$ cat src/svu_pkg.sv
// shared types, constants and helpers for the steering vehicle update block
package svu_pkg;

  localparam int unsigned CfgIdxW = 3;
  localparam int unsigned ResW    = 48;

  // register indexes
  localparam logic [CfgIdxW-1:0] CFG_MASS      = 3'd0;
  localparam logic [CfgIdxW-1:0] CFG_MAX_SPEED = 3'd1;

  localparam logic [30:0] MASS_RST      = 31'd65536;
  localparam logic [30:0] MAX_SPEED_RST = 31'd6553600;
  localparam logic [31:0] START_X_RST   = 32'd0;
  localparam logic [31:0] START_Y_RST   = 32'd0;
  localparam logic [17:0] START_HX_RST  = 18'd65536;
  localparam logic [17:0] START_HY_RST  = 18'd0;

  // squared speed threshold, floor of 1e-5 in q32.32
  localparam logic [63:0] EPS_SQ = 64'd42949;

  // quotient widths per division kind
  localparam logic [6:0] QB_ACCEL = 7'd48;
  localparam logic [6:0] QB_TRUNC = 7'd32;
  localparam logic [6:0] QB_HEAD  = 7'd17;

  typedef enum logic {
    OP_DIV  = 1'b0,
    OP_SQRT = 1'b1
  } op_e;

  typedef struct packed {
    logic       start;
    op_e        op;
    logic [6:0] qbits;
  } iter_req_t;

  function automatic logic [31:0] mag32(input logic [31:0] v);
    mag32 = v[31] ? (32'd0 - v) : v;
  endfunction

  function automatic logic [31:0] sat32(input logic signed [49:0] v);
    if (v > 50'sd2147483647) begin
      sat32 = 32'h7fff_ffff;
    end else if (v < -50'sd2147483648) begin
      sat32 = 32'h8000_0000;
    end else begin
      sat32 = v[31:0];
    end
  endfunction

endpackage

$ cat src/svu_iter.sv
// shared iterative unit: restoring divide or integer square root, one bit a cycle
module svu_iter import svu_pkg::*; (
  input  logic             clk_i,
  input  logic             rst_ni,
  input  iter_req_t        req_i,
  input  logic [63:0]      num_i,
  input  logic [31:0]      den_i,
  output logic             done_o,
  output logic [ResW-1:0]  res_o
);

  logic            busy_q, done_q;
  logic [6:0]      cnt_q;
  op_e             op_q;
  logic [35:0]     rem_q;
  logic [63:0]     acc_q;
  logic [ResW-1:0] quo_q;
  logic [31:0]     den_q;

  logic [35:0] div_trial, sqrt_rem, sqrt_try;
  logic        div_ge, sqrt_ge;

  always_comb begin
    div_trial = {rem_q[34:0], acc_q[63]};
    div_ge    = div_trial >= {4'd0, den_q};
    sqrt_rem  = {rem_q[33:0], acc_q[63:62]};
    sqrt_try  = {2'd0, quo_q[31:0], 2'b01};
    sqrt_ge   = sqrt_rem >= sqrt_try;
  end

  always_ff @(posedge clk_i or negedge rst_ni) begin
    if (!rst_ni) begin
      busy_q <= 1'b0;
      done_q <= 1'b0;
      cnt_q  <= '0;
      op_q   <= OP_DIV;
      rem_q  <= '0;
      acc_q  <= '0;
      quo_q  <= '0;
      den_q  <= '0;
    end else begin
      done_q <= 1'b0;
      if (req_i.start) begin
        busy_q <= 1'b1;
        op_q   <= req_i.op;
        den_q  <= den_i;
        quo_q  <= '0;
        unique case (req_i.op)
          OP_DIV: begin
            // quotient is known to fit qbits, so the top part seeds the remainder
            rem_q <= {4'd0, 32'(num_i >> req_i.qbits)};
            acc_q <= num_i << (7'd64 - req_i.qbits);
            cnt_q <= req_i.qbits;
          end
          OP_SQRT: begin
            rem_q <= '0;
            acc_q <= num_i;
            cnt_q <= 7'd32;
          end
          default: ;
        endcase
      end else if (busy_q) begin
        unique case (op_q)
          OP_DIV: begin
            rem_q <= div_ge ? (div_trial - {4'd0, den_q}) : div_trial;
            quo_q <= {quo_q[ResW-2:0], div_ge};
            acc_q <= {acc_q[62:0], 1'b0};
          end
          OP_SQRT: begin
            rem_q <= sqrt_ge ? (sqrt_rem - sqrt_try) : sqrt_rem;
            quo_q <= {quo_q[ResW-2:0], sqrt_ge};
            acc_q <= {acc_q[61:0], 2'b00};
          end
          default: ;
        endcase
        cnt_q <= cnt_q - 7'd1;
        if (cnt_q == 7'd1) begin
          busy_q <= 1'b0;
          done_q <= 1'b1;
        end
      end
    end
  end

  assign done_o = done_q;
  assign res_o  = quo_q;

endmodule

$ cat src/steering_vehicle_update.sv
// top level: sequencer, state registers and multiplier of the steering vehicle update
//
//   channel | signals                                  | direction
//   --------+------------------------------------------+----------
//   cfg     | cfg_valid_i cfg_ready_o cfg_index_i/data | in
//   in      | in_valid_i in_ready_o force_x/y          | in
//   out     | out_valid_o out_ready_i pos/heading/vel  | out
//
// each item runs two 48-bit divides for the acceleration, a square root and two
// 32-bit divides for the limit when the speed is limited, and a square root and
// two 17-bit divides for the heading when the vehicle moves, all on the one shared
// iterative unit, one quotient or root bit per cycle
// reset loads position and heading from the reset values of the start registers
// the input is not ready while an item is in work; a finished result waits in the
// output register and the next item is taken meanwhile
module steering_vehicle_update import svu_pkg::*; (
  input  logic               clk_i,
  input  logic               rst_ni,
  input  logic               cfg_valid_i,
  output logic               cfg_ready_o,
  input  logic [CfgIdxW-1:0] cfg_index_i,
  input  logic [31:0]        cfg_data_i,
  input  logic               in_valid_i,
  output logic               in_ready_o,
  input  logic signed [31:0] force_x_i,
  input  logic signed [31:0] force_y_i,
  output logic               out_valid_o,
  input  logic               out_ready_i,
  output logic signed [31:0] pos_x_o,
  output logic signed [31:0] pos_y_o,
  output logic signed [17:0] heading_x_o,
  output logic signed [17:0] heading_y_o,
  output logic signed [31:0] vel_x_o,
  output logic signed [31:0] vel_y_o,
  output logic               moved_o
);

  typedef enum logic [15:0] {
    S_IDLE  = 16'h0001,
    S_ADIV  = 16'h0002,
    S_AWAIT = 16'h0004,
    S_SQX   = 16'h0008,
    S_SQY   = 16'h0010,
    S_SQSUM = 16'h0020,
    S_LIM   = 16'h0040,
    S_TSQW  = 16'h0080,
    S_TMUL  = 16'h0100,
    S_TDIV  = 16'h0200,
    S_TWAIT = 16'h0400,
    S_EPS   = 16'h0800,
    S_MSQW  = 16'h1000,
    S_HDIV  = 16'h2000,
    S_HWAIT = 16'h4000,
    S_OUT   = 16'h8000
  } state_e;

  state_e state_q, state_d;

  // configuration; start registers only matter at reset, which restores them too
  logic [30:0] mass_q, max_speed_q;

  // kept vehicle state
  logic [31:0] vel_x_q, vel_y_q, pos_x_q, pos_y_q;
  logic [17:0] head_x_q, head_y_q;

  // per item working registers
  logic [31:0] fx_q, fy_q;
  logic        comp_q;      // 0 works on x, 1 on y
  logic        trunc_done_q;
  logic        moved_q;
  logic [63:0] sq_q;
  logic [31:0] len_q;
  logic [63:0] prod_q;

  // output register
  logic        out_valid_q;
  logic [31:0] o_pos_x_q, o_pos_y_q, o_vel_x_q, o_vel_y_q;
  logic [17:0] o_head_x_q, o_head_y_q;
  logic        o_moved_q;

  // shared unit
  iter_req_t       req;
  logic [63:0]     it_num;
  logic [31:0]     it_den;
  logic            it_done;
  logic [ResW-1:0] it_res;

  svu_iter u_iter (
    .clk_i  (clk_i),
    .rst_ni (rst_ni),
    .req_i  (req),
    .num_i  (it_num),
    .den_i  (it_den),
    .done_o (it_done),
    .res_o  (it_res)
  );

  logic [31:0]        v_cur, f_cur, mass_eff, mul_a, mul_b, trunc_v;
  logic signed [49:0] q_signed, accel_sum, posx_sum, posy_sum;
  logic [17:0]        head_v;
  logic               out_load;

  assign v_cur    = comp_q ? vel_y_q : vel_x_q;
  assign f_cur    = comp_q ? fy_q : fx_q;
  assign mass_eff = (mass_q == 31'd0) ? 32'd1 : {1'b0, mass_q};

  // quotient with the sign of the current operand
  always_comb begin
    logic neg;
    neg      = (state_q == S_AWAIT) ? f_cur[31] : v_cur[31];
    q_signed = neg ? -$signed({2'b00, it_res}) : $signed({2'b00, it_res});
  end

  assign accel_sum = $signed({{18{v_cur[31]}}, v_cur}) + q_signed;
  assign posx_sum  = $signed({{18{pos_x_q[31]}}, pos_x_q})
                   + $signed({{18{vel_x_q[31]}}, vel_x_q});
  assign posy_sum  = $signed({{18{pos_y_q[31]}}, pos_y_q})
                   + $signed({{18{vel_y_q[31]}}, vel_y_q});
  assign trunc_v   = q_signed[31:0];
  assign head_v    = q_signed[17:0];
  assign out_load  = (state_q == S_OUT) && (!out_valid_q || out_ready_i);

  // multiplier operands, product registered
  always_comb begin
    mul_a = '0;
    mul_b = '0;
    unique case (state_q)
      S_SQX:   begin mul_a = mag32(vel_x_q); mul_b = mag32(vel_x_q); end
      S_SQY:   begin mul_a = mag32(vel_y_q); mul_b = mag32(vel_y_q); end
      S_SQSUM: begin mul_a = {1'b0, max_speed_q}; mul_b = {1'b0, max_speed_q}; end
      S_TMUL:  begin mul_a = mag32(v_cur); mul_b = {1'b0, max_speed_q}; end
      default: ;
    endcase
  end

  always_ff @(posedge clk_i) begin
    prod_q <= 64'(mul_a) * 64'(mul_b);
  end

  // iterative unit requests
  always_comb begin
    req.start = 1'b0;
    req.op    = OP_DIV;
    req.qbits = QB_ACCEL;
    it_num    = '0;
    it_den    = len_q;
    unique case (state_q)
      S_ADIV: begin
        req.start = 1'b1;
        it_num    = {16'd0, mag32(f_cur), 16'd0};
        it_den    = mass_eff;
      end
      S_LIM: begin
        req.start = sq_q > prod_q;
        req.op    = OP_SQRT;
        it_num    = sq_q;
      end
      S_TDIV: begin
        req.start = 1'b1;
        req.qbits = QB_TRUNC;
        it_num    = prod_q;
      end
      S_EPS: begin
        req.start = sq_q > EPS_SQ;
        req.op    = OP_SQRT;
        it_num    = sq_q;
      end
      S_HDIV: begin
        req.start = 1'b1;
        req.qbits = QB_HEAD;
        it_num    = {16'd0, mag32(v_cur), 16'd0};
      end
      default: ;
    endcase
  end

  // sequencer
  always_comb begin
    state_d = state_q;
    unique case (state_q)
      S_IDLE:  if (in_valid_i) state_d = S_ADIV;
      S_ADIV:  state_d = S_AWAIT;
      S_AWAIT: if (it_done) state_d = comp_q ? S_SQX : S_ADIV;
      S_SQX:   state_d = S_SQY;
      S_SQY:   state_d = S_SQSUM;
      S_SQSUM: state_d = trunc_done_q ? S_EPS : S_LIM;
      S_LIM:   state_d = (sq_q > prod_q) ? S_TSQW : S_EPS;
      S_TSQW:  if (it_done) state_d = S_TMUL;
      S_TMUL:  state_d = S_TDIV;
      S_TDIV:  state_d = S_TWAIT;
      S_TWAIT: if (it_done) state_d = comp_q ? S_SQX : S_TMUL;
      S_EPS:   state_d = (sq_q > EPS_SQ) ? S_MSQW : S_OUT;
      S_MSQW:  if (it_done) state_d = S_HDIV;
      S_HDIV:  state_d = S_HWAIT;
      S_HWAIT: if (it_done) state_d = comp_q ? S_OUT : S_HDIV;
      S_OUT:   if (out_load) state_d = S_IDLE;
      default: state_d = S_IDLE;
    endcase
  end

  always_ff @(posedge clk_i or negedge rst_ni) begin
    if (!rst_ni) begin
      state_q      <= S_IDLE;
      mass_q       <= MASS_RST;
      max_speed_q  <= MAX_SPEED_RST;
      vel_x_q      <= '0;
      vel_y_q      <= '0;
      pos_x_q      <= START_X_RST;
      pos_y_q      <= START_Y_RST;
      head_x_q     <= START_HX_RST;
      head_y_q     <= START_HY_RST;
      fx_q         <= '0;
      fy_q         <= '0;
      comp_q       <= 1'b0;
      trunc_done_q <= 1'b0;
      moved_q      <= 1'b0;
      sq_q         <= '0;
      len_q        <= '0;
      out_valid_q  <= 1'b0;
      o_pos_x_q    <= '0;
      o_pos_y_q    <= '0;
      o_vel_x_q    <= '0;
      o_vel_y_q    <= '0;
      o_head_x_q   <= '0;
      o_head_y_q   <= '0;
      o_moved_q    <= 1'b0;
    end else begin
      state_q <= state_d;

      // start registers and unknown indexes are dropped
      if (cfg_valid_i) begin
        if (cfg_index_i == CFG_MASS)      mass_q      <= cfg_data_i[30:0];
        if (cfg_index_i == CFG_MAX_SPEED) max_speed_q <= cfg_data_i[30:0];
      end

      unique case (state_q)
        S_IDLE: begin
          if (in_valid_i) begin
            fx_q         <= force_x_i;
            fy_q         <= force_y_i;
            comp_q       <= 1'b0;
            trunc_done_q <= 1'b0;
            moved_q      <= 1'b0;
          end
        end
        S_AWAIT: begin
          if (it_done) begin
            if (comp_q) vel_y_q <= sat32(accel_sum);
            else        vel_x_q <= sat32(accel_sum);
            comp_q <= ~comp_q;
          end
        end
        S_SQY:   sq_q <= prod_q;
        S_SQSUM: sq_q <= sq_q + prod_q;
        S_TSQW: begin
          if (it_done) begin
            len_q  <= it_res[31:0];
            comp_q <= 1'b0;
          end
        end
        S_TWAIT: begin
          if (it_done) begin
            if (comp_q) vel_y_q <= trunc_v;
            else        vel_x_q <= trunc_v;
            comp_q       <= ~comp_q;
            trunc_done_q <= comp_q;
          end
        end
        S_MSQW: begin
          if (it_done) begin
            len_q   <= it_res[31:0];
            comp_q  <= 1'b0;
            moved_q <= 1'b1;
            pos_x_q <= sat32(posx_sum);
            pos_y_q <= sat32(posy_sum);
          end
        end
        S_HWAIT: begin
          if (it_done) begin
            if (comp_q) head_y_q <= head_v;
            else        head_x_q <= head_v;
            comp_q <= ~comp_q;
          end
        end
        default: ;
      endcase

      // output register, freed by a transfer
      if (out_load) begin
        out_valid_q <= 1'b1;
        o_pos_x_q   <= pos_x_q;
        o_pos_y_q   <= pos_y_q;
        o_vel_x_q   <= vel_x_q;
        o_vel_y_q   <= vel_y_q;
        o_head_x_q  <= head_x_q;
        o_head_y_q  <= head_y_q;
        o_moved_q   <= moved_q;
      end else if (out_ready_i) begin
        out_valid_q <= 1'b0;
      end
    end
  end

  assign cfg_ready_o = 1'b1;
  assign in_ready_o  = (state_q == S_IDLE);
  assign out_valid_o = out_valid_q;
  assign pos_x_o     = o_pos_x_q;
  assign pos_y_o     = o_pos_y_q;
  assign heading_x_o = o_head_x_q;
  assign heading_y_o = o_head_y_q;
  assign vel_x_o     = o_vel_x_q;
  assign vel_y_o     = o_vel_y_q;
  assign moved_o     = o_moved_q;

endmodule

$ cat config.mk
export PLATFORM = sky130hd
export DESIGN_NAME = steering_vehicle_update
export DESIGN_NICKNAME = d
export VERILOG_FILES = /design/src/svu_pkg.sv /design/src/svu_iter.sv /design/src/steering_vehicle_update.sv
export SDC_FILE = /design/constraint.sdc
export NUM_CORES = 2
export LEC_CHECK = 0
export ABC_AREA = 1
export BUFFER_PORTS_ARGS = -buffer_cell sky130_fd_sc_hd__buf_2
export CORE_ASPECT_RATIO = 0.9
export CORE_MARGIN = 3
export CORE_UTILIZATION = 45
export DETAILED_ROUTE_END_ITERATION = 12
export RECOVER_POWER = 100
export SETUP_SLACK_MARGIN = 0.02
export SLEW_MARGIN = 30
export SYNTH_ARGS = -nofsm -noshare
export SYNTH_HDL_FRONTEND = slang
export SYNTH_SLANG_ARGS = --single-unit
$ cat constraint.sdc
create_clock -name clk_i -period 23.4 [get_ports clk_i]
set_input_delay 2.34 -clock clk_i [delete_from_list [all_inputs] [get_ports clk_i]]
set_output_delay 2.34 -clock clk_i [all_outputs]
set_load 0.05 [all_outputs]
### After elaboration in Yosys (flattened, before gate mapping)

Cells that the tools add are included.

| operators by class | value |
|---|---|
| add/subtract/negate cells | 13 |
| $mul | 1 |
| div/mod/pow operators | 0 |
| $lt $le $gt $ge | 10 |
| equal/unequal tests | 31 |
| shift-type cells | 2 |
| multiplexer cells | 79 |
| bitwise logic cells | 3 |
| reductions and logical operators | 30 |

Operator list:

| kind | number |
|---|---|
| 32-bit 2-to-1 mux | 21 |
| 64-bit case mux with 2 select lines | 3 |
| 16-bit case mux with 16 select lines | 1 |
| 64-bit case mux with 4 select lines | 1 |
| 16-bit 2-to-1 mux | 9 |
| 35-bit 2-to-1 mux | 4 |
| 35-bit case mux with 2 select lines | 2 |
| 64-bit 2-to-1 mux | 2 |
| 32-bit case mux with 2 select lines | 2 |
| 32-bit case mux with 4 select lines | 1 |
| 1-bit by 32-bit subtractor with 32-bit output, first input constant | 4 |
| 48-bit 2-to-1 mux | 2 |
| 32-bit case mux with 3 select lines | 1 |
| 48-bit case mux with 2 select lines | 1 |
| 32-bit by 32-bit adder with 33-bit output | 2 |
| 33-bit by 32-bit > comparator with 1-bit output, second input constant | 2 |
| 33-bit by 32-bit less-than comparator with 1-bit output, second input constant | 2 |
| 64-bit adder | 1 |
| 64-bit by 16-bit > comparator with 1-bit output, second input constant | 1 |
| 64-bit > comparator | 1 |
| 32-bit by 32-bit multiplier with 64-bit output | 1 |
| 64-bit by 7-bit left shift with 64-bit output | 1 |
| 64-bit by 6-bit >> shifter with 32-bit output | 1 |
| 32-bit by 50-bit adder with 50-bit output | 1 |
| 55 further kinds | 102 |

| storage, ports and cells | value |
|---|---|
| register bits | 824 |
| latch bits | 0 |
| memory bits (writable) | 0 |
| ROM bits | 0 |
| output and inout port bits | 168 |
| logic and storage cells | 202 |
| memories | 0 |

### Logic depth before layout (Yosys ltp)

| logic depth | value |
|---|---|
| depth in word-level cells | 10 |
| depth in mapped cells | 52 |
| mapped depth without buffers | 50 |

### Cells and area by module

From an unflattened synthesis, not the netlist that was laid out.

| second synthesis, totals | value |
|---|---|
| cells, all modules | 14749 |
| area total of the unflattened synthesis | 101512.4 um^2 |

Modules (own cells, without submodules):

| module | times used | cells each | area an instance (um^2) | seq. area each (um^2) |
|---|---|---|---|---|
| steering_vehicle_update | 1 | 10675 | 78920.7 | 15577.4 |
| svu_iter | 1 | 4074 | 22591.7 | 4729.5 |

### Least setup slack after synthesis

No wires, ideal clock.

| timing path | value |
|---|---|
| kind | flip-flop to flip-flop |
| from | register comp_q |
| to | register prod_q[61] |
| library setup time | 0.127 ns |
| arrival time | 8.490 ns |
| data required time | 23.273 ns |
| slack | 14.783 ns |
| cell stages (with the launch flop) | 45 |
| buffers on the path | 4 |
| clock period less this slack | 8.617 ns |
| cells stage by stage | dfrtp_1 -> buf_6 -> buf_8 -> buf_6 -> nand2_1 -> o21ai_2 -> ha_1 -> inv_1 -> nor3_2 -> nand2_1 -> nor2_2 -> nand3_1 -> nand2_1 -> o21ai_1 -> nand2_1 -> nand2_1 -> nand2_1 -> o21ai_1 -> [... 9 more ...] -> inv_1 -> fa_1 -> inv_1 -> fa_1 -> fa_1 -> inv_1 -> fa_1 -> inv_1 -> ha_1 -> a21o_1 -> a31oi_1 -> o21ai_0 -> a31oi_1 -> nand3_1 -> a21o_1 -> a21boi_0 -> o21ai_0 -> xor2_1 |

| between the ends | value |
|---|---|
| cells in the longest elaborated chain, start to end | 5 |

RTL lines:

| what | RTL line | text |
|---|---|---|
| from (decl) | steering_vehicle_update.sv:68 | `logic comp_q;` |
| from (signal assigned) | steering_vehicle_update.sv:250 | `comp_q <= ~comp_q;` |
| from (signal assigned) | steering_vehicle_update.sv:265 | `comp_q <= ~comp_q;` |
| from (signal assigned) | steering_vehicle_update.sv:282 | `comp_q <= ~comp_q;` |
| 32-bit 2-to-1 mux * | steering_vehicle_update.sv:103 | `assign v_cur = comp_q ? vel_y_q : vel_x_q;` |
| 1-bit by 32-bit subtractor with 32-bit output | svu_pkg.sv:38 | `mag32 = v[31] ? (32'd0 - v) : v;` |
| 32-bit 2-to-1 mux * | svu_pkg.sv:38 |  |
| 32-bit case mux with 4 select lines * | steering_vehicle_update.sv:127 | `unique case (state_q)` |
| 32-bit by 32-bit multiplier with 64-bit output * | steering_vehicle_update.sv:137 | `prod_q <= 64'(mul_a) * 64'(mul_b);` |
| to (signal assigned) | steering_vehicle_update.sv:137 |  |
| to (decl) | steering_vehicle_update.sv:73 | `logic [63:0] prod_q;` |

Every way passes the cells marked *; elsewhere a longest branch is shown, timed or not.
A chain may end at the register's enable or synchronous reset.

### Final worst setup path

Ends and elaborated chain as after synthesis.

==> flow_metrics.env <==
export IMPL_max_clock_path_buffers=3
export IMPL_die_h_um=445
export IMPL_fin_crit_sh=0.716
export IMPL_coreArea_um2=212000
export IMPL_clock_sinks=824
export IMPL_synth_edff_count=0
export IMPL_outcome="finished, violations left"
export IMPL_end_kind="flip-flop"
export IMPL_pin_count=272
export IMPL_htreeDepth=3
export IMPL_async_flop_share=0.922
export IMPL_vias_per_cell=5.62
export IMPL_swShare=0.494
export IMPL_finalNetCount=15200
export IMPL_ys_ff_latch=824
export IMPL_clkPwrFrac=0.223
export IMPL_num_vias=92600
export IMPL_routedWlPerCell_um=24.6
export IMPL_relSlewSlack=-4.28
export IMPL_drt_iter0_markers=9771
export IMPL_cp_start_kind="flip-flop"
export IMPL_cts_clk_slew_worst_paths_ps=70
export IMPL_finalHoldViolations=0
export IMPL_clk_latency_ps=780
export IMPL_synth_area_leaders="dfrtp_1 20%, fa_1 19%, nand2_1 14%"
export IMPL_irDropWorstVdd_uv=72.3
export IMPL_violations="capacitance limit, slew limit"
export IMPL_grt_pass1_wl_um=598000
export IMPL_switchingPower_mw=3.70
export IMPL_cts_tree="built"
export IMPL_track_usage=0.365
export IMPL_ys_warn_count=0
export IMPL_powerDensity_nw_per_um2=72.5
export IMPL_crit_fanout=42
export IMPL_max_freq_mhz=59.7
export IMPL_final_util=0.487
export IMPL_synthDistinctLibCells=86
export IMPL_cts_hold_repair_buffers=0
export IMPL_crit_path_max_incr_delay_ps=1510
export IMPL_p_int_mw=3.78
export IMPL_initial_utilization=0.454
export IMPL_port_buffers=269
export IMPL_grt_pass1_vias=91600
export IMPL_place_hpwl_um=322000
export IMPL_grt_ovfl_total=0
export IMPL_path_buf_inv=9
export IMPL_area_growth_syn_to_layout_pct=7.21
export IMPL_setup_viol=0
export IMPL_yosysSeqAreaShare=0.211
export IMPL_die_width_um=494
export IMPL_antenna_found_initial=19
export IMPL_period_needed_ps=16760
export IMPL_slowest_stage="clkbuf_1"
export IMPL_cp_data_arrival_time_ps=17460
export IMPL_rows=160
export IMPL_gp_congestion=1.02
export IMPL_dp_cells=16300
export IMPL_cts_repair_resized=0
export IMPL_nFillCells=21800
export IMPL_route_detailed_drc=0
export IMPL_synth_ff_type="dfrtp_1"
export IMPL_cts_inserted_buffers=96
export IMPL_synth_top_area_frac=0.196
export IMPL_antenna_left=0
export IMPL_max_cap_violations=43
export IMPL_pwr_share_comb=0.518
export IMPL_min_path_type="flip-flop to flip-flop"
export IMPL_seq_area_um2=20300
export IMPL_syn_inst=13500
export IMPL_critPathKind="flip-flop to flip-flop"
export IMPL_fin_cells=16500
export IMPL_drive_above_1_share=0.0519
export IMPL_p_leak_nw=55.4
export IMPL_skew_ps=89.6
export IMPL_grt_max_degree=229
export IMPL_finalMaxSlewViolations=2214
export IMPL_cp_common_cell="fa_1"
export IMPL_die_area_um2=219000
export IMPL_fin_setup_tns_ps=0
export IMPL_multi_input_area_um2=64000
export IMPL_p_seq_frac=0.259
export IMPL_path_delay_family="buffers and inverters"
export IMPL_synth_area_um2=96300
export IMPL_tightest_slew_ps=7920
export IMPL_firstDrtPassIters=6
export IMPL_worstPathRequired_ps=24100
export IMPL_drt_total_wl_um=405000
export IMPL_post_cts_buffers=0
export IMPL_synth_area_leader_cell="dfrtp_1"
export IMPL_clockRootBuffer="clkbuf_16"
export IMPL_rsz0062_at_grt="false"
export IMPL_avgSynthCellArea_um2=7.11
-- kinds of logic after synthesis --
| family | count (synthesis) | synth area share |
|---|---|---|
| and+or+nand+nor | 5761 | 0.247 |
| AOI/OAI and AO/OA | 2032 | 0.121 |
| buffers and inverters | 3092 | 0.125 |
| muxes | 42 | 0.00490 |
| adders and majority gates | 1481 | 0.263 |
| DFF | 824 | 0.211 |
| other | 2 | 0.0000780 |
| xor gates and xnor gates | 298 | 0.0272 |
-- per-stage QoR --
stage          total power, mW  cell area, um2  hold slack (ps)  worst slack [ps]
4_1_cts                   7.44          104000              456             11680
5_1_grt                   7.96          103000              487              5870
2_1_floorplan             4.44           96300              427             14780
6_report                  7.48          103000              461              6640
3_5_place_dp              5.75          100000              455             11710
3_3_place_gp              5.73          100000              452             11790
-- power by group through the flow --
| stage | sequential (mW) | combinational (mW) | clock (mW) |
|---|---|---|---|
| 2_1_floorplan | 1.81 | 2.63 | 0 |
| 3_3_place_gp | 1.94 | 3.78 | 0 |
| 3_5_place_dp | 1.95 | 3.80 | 0 |
| 4_1_cts | 1.92 | 3.82 | 1.69 |
| 5_1_grt | 1.95 | 4.26 | 1.75 |
| 6_report | 1.94 | 3.87 | 1.67 |
-- Yosys cell counts, types with 64 or more instances --
library cell  instances
o211ai_1             74
a31oi_1              80
nand2_1            3609
a21oi_1             553
clkbuf_1            248
buf_2               196
inv_1              2518
nand4_1             123
nor3_1              108
a22oi_1              64
o22ai_1              86
o21ai_0             830
xor2_1              234
o21ai_1              72
nand3_1             627
dfrtp_1             754
dfxtp_1              64
fa_1                901
ha_1                580
nor2_1             1025
-- placed cells by master (no fill, tap or decap), types with 16 or more instances in the layout --
cell	instances
xnor2_1	63
clkbuf_1	226
a21oi_1	553
mux2_2	41
fa_1	901
nor2_2	27
xor2_1	234
inv_1	2517
inv_2	57
o21ai_1	68
or2_2	51
a31oi_1	79
conb_1	16
a21boi_0	43
dfrtp_1	753
nor2_1	1026
ha_1	580
o211ai_1	74
buf_4	108
buf_2	101
nand3_1	635
nor3_1	108
nand2_2	26
clkbuf_16	97
a22oi_1	64
o21ai_2	22
nand3_2	16
o22ai_1	86
o21a_1	28
nor4_1	61
o21ai_0	834
o21bai_1	36
a21o_1	42
nand4_1	123
nand2_1	3614
dfxtp_1	64
nand3b_1	18
-- worst reg2reg max path, delay by kind of cell (launching register included) --
family	cells	cell delay [ps]
and+or+nand+nor	9	1830
xor gates and xnor gates	1	170
adders and majority gates	9	4330
AOI/OAI and AO/OA	6	1940
buffers and inverters	9	6940
DFF	1	1480
-- routing by layer --
| layer | track usage | wire [um] | vias to the layer above |
|---|---|---|---|
| met2 | 0.549 | 173000 | 4449 |
| met3 | 0.0699 | 36600 | 917 |
| met1 | 0.494 | 169000 | 45100 |
| li1 | - | - | 42100 |
| met4 | 0.200 | 26900 | 16 |
| met5 | 0 | 166 | - |
-- layout make-up --
class / instances / share of cell area
Tap cell: 2835 / 0.0344
Antenna cell: 6 / 0.000145
Clock inverter: 54 / 0.00757
Clock buffer: 125 / 0.0259
Sequential cell: 824 / 0.197
Inverter: 2591 / 0.0943
Timing Repair Buffer: 423 / 0.0208
Multi-Input combinational cell: 9630 / 0.620
-- registers in the layout, summed over array words and instances, names as in the netlist, 31 cells and up --
register and count:
u_iter.den_q 32, u_iter.acc_q 64, pos_x_q 32, sq_q 64, pos_y_o 32, len_q 32
mass_q 31, vel_x_o 32, pos_y_q 32, vel_y_o 32, u_iter.rem_q 35, vel_y_q 32
fy_q 32, vel_x_q 32, fx_q 32, max_speed_q 31, u_iter.res_o 48, pos_x_o 32
prod_q 64
-- final timing paths --
check / to / slack [ps] / cells after the start / startpoint
min in group asynchronous: u_iter.rem_q[4] / 3030 / 1 / rst_ni
worst min register to register: u_iter.done_o / 460 / 1 / u_iter.cnt_q[6]
worst min-delay path: u_iter.done_o / 460 / 1 / u_iter.cnt_q[6]
max in group asynchronous: max_speed_q[25] / 10160 / 4 / rst_ni
worst max register to register: prod_q[61] / 6640 / 34 / comp_q
worst max-delay path: prod_q[61] / 6640 / 34 / comp_q
No activity file was read; power rests on OpenSTA's default activity.
